==> src/rtl/core/mf2d_pkg.sv <==
package mf2d_pkg;

	localparam int PIX_W = 8;
	localparam int CFG_W = 11;
	localparam int IDX_W = 2;
	localparam int HALF_W = 2;

	typedef enum logic [IDX_W-1:0] {
		REG_IMAGE_WIDTH  = 2'd0,
		REG_IMAGE_HEIGHT = 2'd1,
		REG_HALF_WIDTH   = 2'd2,
		REG_HALF_HEIGHT  = 2'd3
	} mf2d_reg_t;

	// Per-item control carried down the pipeline next to the pixel data.
	typedef struct packed {
		logic valid;
		logic emit;
		logic eof;
	} mf2d_tag_t;

endpackage

==> src/rtl/core/mf2d_select.sv <==
module mf2d_select #(
	parameter int MAX_WINDOW = 7
) (
	input  logic                            clk,
	input  logic                            arst_n,
	input  logic                            en,
	input  mf2d_pkg::mf2d_tag_t             tag,
	input  logic [mf2d_pkg::PIX_W-1:0]      win [MAX_WINDOW*MAX_WINDOW],
	input  logic [mf2d_pkg::HALF_W-1:0]     hw,
	input  logic [mf2d_pkg::HALF_W-1:0]     hh,
	output logic                            valid,
	output logic [mf2d_pkg::PIX_W-1:0]      median,
	output logic                            eof
);
	import mf2d_pkg::*;

	localparam int N = MAX_WINDOW * MAX_WINDOW;
	localparam int NB = $clog2(N + 1);

	logic [PIX_W-1:0] vals_q [PIX_W][N];
	logic [N-1:0]     mask_q [PIX_W];
	logic [NB-1:0]    k_q    [PIX_W];
	logic [PIX_W-1:0] res_q  [PIX_W];
	logic             v_q    [PIX_W];
	logic             eof_q  [PIX_W];

	logic [N-1:0]  mask0;
	logic [2:0]    ww;
	logic [2:0]    wh;
	logic [5:0]    cnt;
	logic [NB-1:0] k0;

	assign ww = {hw, 1'b1};
	assign wh = {hh, 1'b1};
	assign cnt = ww * wh;
	assign k0 = NB'(cnt >> 1);

	always_comb begin
		for (int y = 0; y < MAX_WINDOW; y++) begin
			for (int x = 0; x < MAX_WINDOW; x++) begin
				mask0[y*MAX_WINDOW+x] = (y >= MAX_WINDOW - int'(wh)) && (x >= MAX_WINDOW - int'(ww));
			end
		end
	end

	// One result bit per stage, most significant first: count candidates with a
	// zero in this bit and keep the half that holds the wanted rank.
	generate
		for (genvar s = 0; s < PIX_W; s++) begin : g_stage
			localparam int B = PIX_W - 1 - s;
			logic [PIX_W-1:0] vin [N];
			logic [N-1:0]     min;
			logic [NB-1:0]    kin;
			logic [PIX_W-1:0] rin;
			logic             vld;
			logic             ein;
			logic [N-1:0]     zeros;
			logic [N-1:0]     ones;
			logic [NB-1:0]    c0;

			if (s == 0) begin : g_first
				assign vin = win;
				assign min = mask0;
				assign kin = k0;
				assign rin = '0;
				assign vld = tag.valid && tag.emit;
				assign ein = tag.eof;
			end else begin : g_next
				assign vin = vals_q[s-1];
				assign min = mask_q[s-1];
				assign kin = k_q[s-1];
				assign rin = res_q[s-1];
				assign vld = v_q[s-1];
				assign ein = eof_q[s-1];
			end

			always_comb begin
				for (int i = 0; i < N; i++) begin
					zeros[i] = min[i] && !vin[i][B];
					ones[i] = min[i] && vin[i][B];
				end
			end
			assign c0 = NB'($countones(zeros));

			always_ff @(posedge clk or negedge arst_n) begin
				if (!arst_n) begin
					v_q[s] <= 1'b0;
				end else if (en) begin
					v_q[s] <= vld;
				end
			end

			always_ff @(posedge clk) begin
				if (en) begin
					vals_q[s] <= vin;
					eof_q[s] <= ein;
					if (kin < c0) begin
						mask_q[s] <= zeros;
						k_q[s] <= kin;
						res_q[s] <= rin;
					end else begin
						mask_q[s] <= ones;
						k_q[s] <= kin - c0;
						res_q[s] <= rin | (PIX_W'(1) << B);
					end
				end
			end
		end
	endgenerate

	assign valid = v_q[PIX_W-1];
	assign median = res_q[PIX_W-1];
	assign eof = eof_q[PIX_W-1];

endmodule

==> config.mk <==
export PLATFORM = sky130hd
export DESIGN_NAME = mf2d_select
export DESIGN_NICKNAME = d
export VERILOG_FILES = /design/src/rtl/core/mf2d_pkg.sv /design/src/rtl/core/mf2d_select.sv
export SDC_FILE = /design/constraint.sdc
export NUM_CORES = 2
export LEC_CHECK = 0
export BUFFER_PORTS_ARGS = -buffer_cell sky130_fd_sc_hd__buf_2
export CORE_ASPECT_RATIO = 0.9
export CORE_MARGIN = 3
export CORE_UTILIZATION = 45
export DETAILED_ROUTE_END_ITERATION = 12
export PLACE_DENSITY = 0.63
export SYNTH_ARGS = -nofsm -noshare
export SYNTH_HDL_FRONTEND = slang
export SYNTH_SLANG_ARGS = --single-unit
export TNS_END_PERCENT = 50
==> constraint.sdc <==
create_clock -name clk -period 8.1 [get_ports clk]
set_input_delay 1.62 -clock clk [delete_from_list [all_inputs] [get_ports clk]]
set_output_delay 1.62 -clock clk [all_outputs]
set_load 0.05 [all_outputs]
==> flow_summary_export.csv <==
group,metric,value,unit
floorplan,starting_density_of_the_core,45.5,%
timing,maxSlewViolCount,0,
worst_hold_path,holdCritPathClass,"flip-flop to flip-flop",
yosys,synth_adder_area_share,11.0,%
yosys,synth_seq_area_share,73.2,%
timing,finalCritPeriodShare,98.1,%
floorplan,chipWidth,434,um
clock_network,clkSlewWorstSetupHoldPaths,0.06,ns
route,routed_wl,140000,um
timing,finClkSkew,0.0619,ns
route,routedWlPerCell,19.8,um
floorplan,ioPinCount,412,
clock_network,worstSkewPairLatency,0.83,ns
setup_path,worstSetupPathType,"input port to flip-flop",
setup_path,worstPathRequired,8.64,ns
setup_path,timing.critical_path.fanout_max,25,
yosys,synth_warn,0,
yosys,avgSynthCellArea,17.9,um^2
timing,layout_setup_ws,0.154,ns
placement,input_output_buffers,411,
yosys,synth_largest_type_area_fraction,72.9,%
yosys,ys_ff_latch,1809,
global_route,grt_start_max_net_pins,195,
route,topRoutingLayerUsed,"met5",
global_route,antenna_violations_before_repair,28,
clock_network,root_driver,"sky130_fd_sc_hd__clkbuf_16",
floorplan,rows,140,
global_route,first_global_vias,34300,
yosys,synth.mux.area_fraction,0.198,%
yosys,synth_top_family_by_area,"adder cells",
global_route,grt_overflow,0,
clock_network,clock_path_buffers,3,
route,route.vias.total,33100,
floorplan,area_of_the_core,163000,um^2
setup_path,crit_path_end_kind,"flip-flop",
cells_and_area,syn_to_final_growth,15.0,%
placement,routabilityCongestion,0.842,
job,drv_cap,0,
timing,tns,0,ns
global_route,grt_first_pass_wirelength,207000,um
yosys,synth-edff-count,1800,
yosys,share_of_synthesized_flip_flops_with_an_asynchronous_set_or_reset,0.442,%
cells_and_area,layoutNonFillerInstCount,7041,
route,drtPass1Iterations,4,
route,drc,0,
route,antenna_violating_nets_post_route,0,
timing,clock.fmax,126,MHz
cells_and_area,num-nets-final,5618,
yosys,postSynthNetCount,4991,
timing,relSlewSlack,29.1,%
floorplan,die_y,391,um
yosys,post_synth_and_or_nand_nor_area_fraction,7.02,%
floorplan,die-area,170000,um^2
setup_path,cell_type_of_the_slowest_stage_on_the_worst_timing_path,"sky130_fd_sc_hd__fa_1",
clock_network,tritoncts,"yes",
yosys,post_syn_instances,4135,
yosys,synthMostInstantiatedCell,"sky130_fd_sc_hd__edfxtp_1",
route,routed_length_on_met1,57700,um
placement,post-place-cells,6710,
timing,worst_slew_pin_slew,1.06,ns
cells_and_area,area.sequential,54300,um^2
setup_path,critPathTopFamily,"adder cells",
placement,hpwl,101000,um
setup_path,critical_path.most_common_cell,"sky130_fd_sc_hd__fa_1",
route,wl_met3,7140,um
setup_path,max_stage_delay,0.55,ns
setup_path,path_buf_inv,8,
yosys,syn-cell-area,74100,um^2
cells_and_area,filler_instances,13000,
timing,setup_viol,0,
yosys,synth_compound_area_share,1.92,%
setup_path,category_of_the_worst_setup_path_launch_point,"input port",
yosys,synth.lib_cells_used.distinct,47,
timing,report.final.hold_viol_count,0,
cells_and_area,layout-drive-gt1-share,17.0,%
route,routed-wl-met2,71500,um
yosys,synth-xor-area-share,3.96,%
placement,place_worst_setup_slack,-0.786,ns
setup_path,critPathArrivalTime,8.48,ns
clock_network,cts_buffers,179,
yosys,synth_area_leader_cell,"sky130_fd_sc_hd__edfxtp_1",
timing,shortest_clock_period_the_worst_path_allows_after_layout,7.95,ns
global_route,track_usage,16.6,%
timing,rsz0062_at_grt,"true",
clock_network,cts_max_level,4,
route,avgViaCountPerCell,4.71,
cells_and_area,multiInputGateArea,18000,um^2
yosys,synth.area.top_cells,"sky130_fd_sc_hd__edfxtp_1 73%, sky130_fd_sc_hd__fa_1 8.9%, sky130_fd_sc_hd__xor2_1 3.8%",
yosys,main_flop_type_after_synthesis,"sky130_fd_sc_hd__edfxtp_1",
clock_network,cts.sinks,1809,
outcome,status,"finished clean",
yosys,synthTopCellsByCount,"1800 x sky130_fd_sc_hd__edfxtp_1, 353 x sky130_fd_sc_hd__inv_1, 329 x sky130_fd_sc_hd__fa_1",
route,violation_count_after_the_first_detailed_route_iteration,2303,
final timing paths:
check / end / startpoint / cells after the start / slack (ns)
min: eof_q[0][1] / eof_q[0][0] / 0 / 0.39
max in group asynchronous: g_stage[3].vld / arst_n / 1 / 7.27
min in group asynchronous: valid / arst_n / 1 / 0.66
max reg2reg: mask_q[3][17] / vals_q[2][188] / 25 / 0.52
min reg2reg: eof_q[0][1] / eof_q[0][0] / 0 / 0.39
max: mask_q[0][28] / hw[0] / 28 / 0.15
per-stage QoR:
stage               hold slack (ns)  util (%)  instance area [um^2]
floorplan                     0.400         -                 74200
global placement              0.401      48.7                 79300
detailed placement            0.405      48.7                 79300
CTS                           0.386      52.3                 85100
global route                  0.393      52.4                 85200
finish                        0.385      52.4                 85300
flip-flops by register name (all words and copies together), names as in the netlist:
| signal | count |
|---|---|
| k_q | 42 |
| res_q | 36 |
| vals_q | 1372 |
| valid | 1 |
| eof_q | 8 |
| g_stage.vld | 7 |
| mask_q | 343 |
kinds of logic after synthesis:
group / count (synthesis)
flops: 1809
simple gates: 876
fa+ha+maj: 454
buf+inv: 429
xor+xnor: 335
compound gates: 219
mux: 13
area by class of cell:
type                    instances  share of cell area [%]
flip-flops and latches       1809                    63.7
multi-input cells            1897                    21.1
clock buffers                 218                    5.45
repair buffers                522                    3.75
well taps                    2130                    3.13
inverters                     353                    1.55
clock inverters               101                    1.36
diodes                         11                  0.0323
routing by layer:
layer / vias up / GRT usage (%)
li1: 15800 / -
met1: 16500 / 21.1
met2: 583 / 28.4
met3: 224 / 4.20
met4: 30 / 4.58
met5: - / 0
repair_timing:
action                                  4_1_cts  5_1_grt
buffers inserted                              0        1
hold buffers                                  0        0
gates resized for setup                       0       33
endpoints found under the setup margin        0       53
cell usage in the layout, fill, tap and decap left out, types with 14 or more instances in the layout:
master	count
sky130_fd_sc_hd__edfxtp_1	1800
sky130_fd_sc_hd__buf_2	408
sky130_fd_sc_hd__inv_1	352
sky130_fd_sc_hd__fa_1	327
sky130_fd_sc_hd__xor2_1	318
sky130_fd_sc_hd__and2_1	300
sky130_fd_sc_hd__nand2b_1	193
sky130_fd_sc_hd__clkbuf_16	180
sky130_fd_sc_hd__nor2b_1	176
sky130_fd_sc_hd__ha_1	125
sky130_fd_sc_hd__buf_4	86
sky130_fd_sc_hd__nor3_1	81
sky130_fd_sc_hd__o21ai_0	54
sky130_fd_sc_hd__a21oi_1	39
sky130_fd_sc_hd__clkbuf_1	38
sky130_fd_sc_hd__nand2_1	36
sky130_fd_sc_hd__nor2_1	35
sky130_fd_sc_hd__a21boi_1	35
sky130_fd_sc_hd__clkinv_1	33
sky130_fd_sc_hd__clkinv_2	24
sky130_fd_sc_hd__a21o_1	23
sky130_fd_sc_hd__buf_12	22
sky130_fd_sc_hd__or2_2	20
sky130_fd_sc_hd__xnor2_1	16
sky130_fd_sc_hd__o21a_1	14
Power is not shown: default switching activity piles up to over one toggle a cycle in this logic, so the estimate is an artifact.
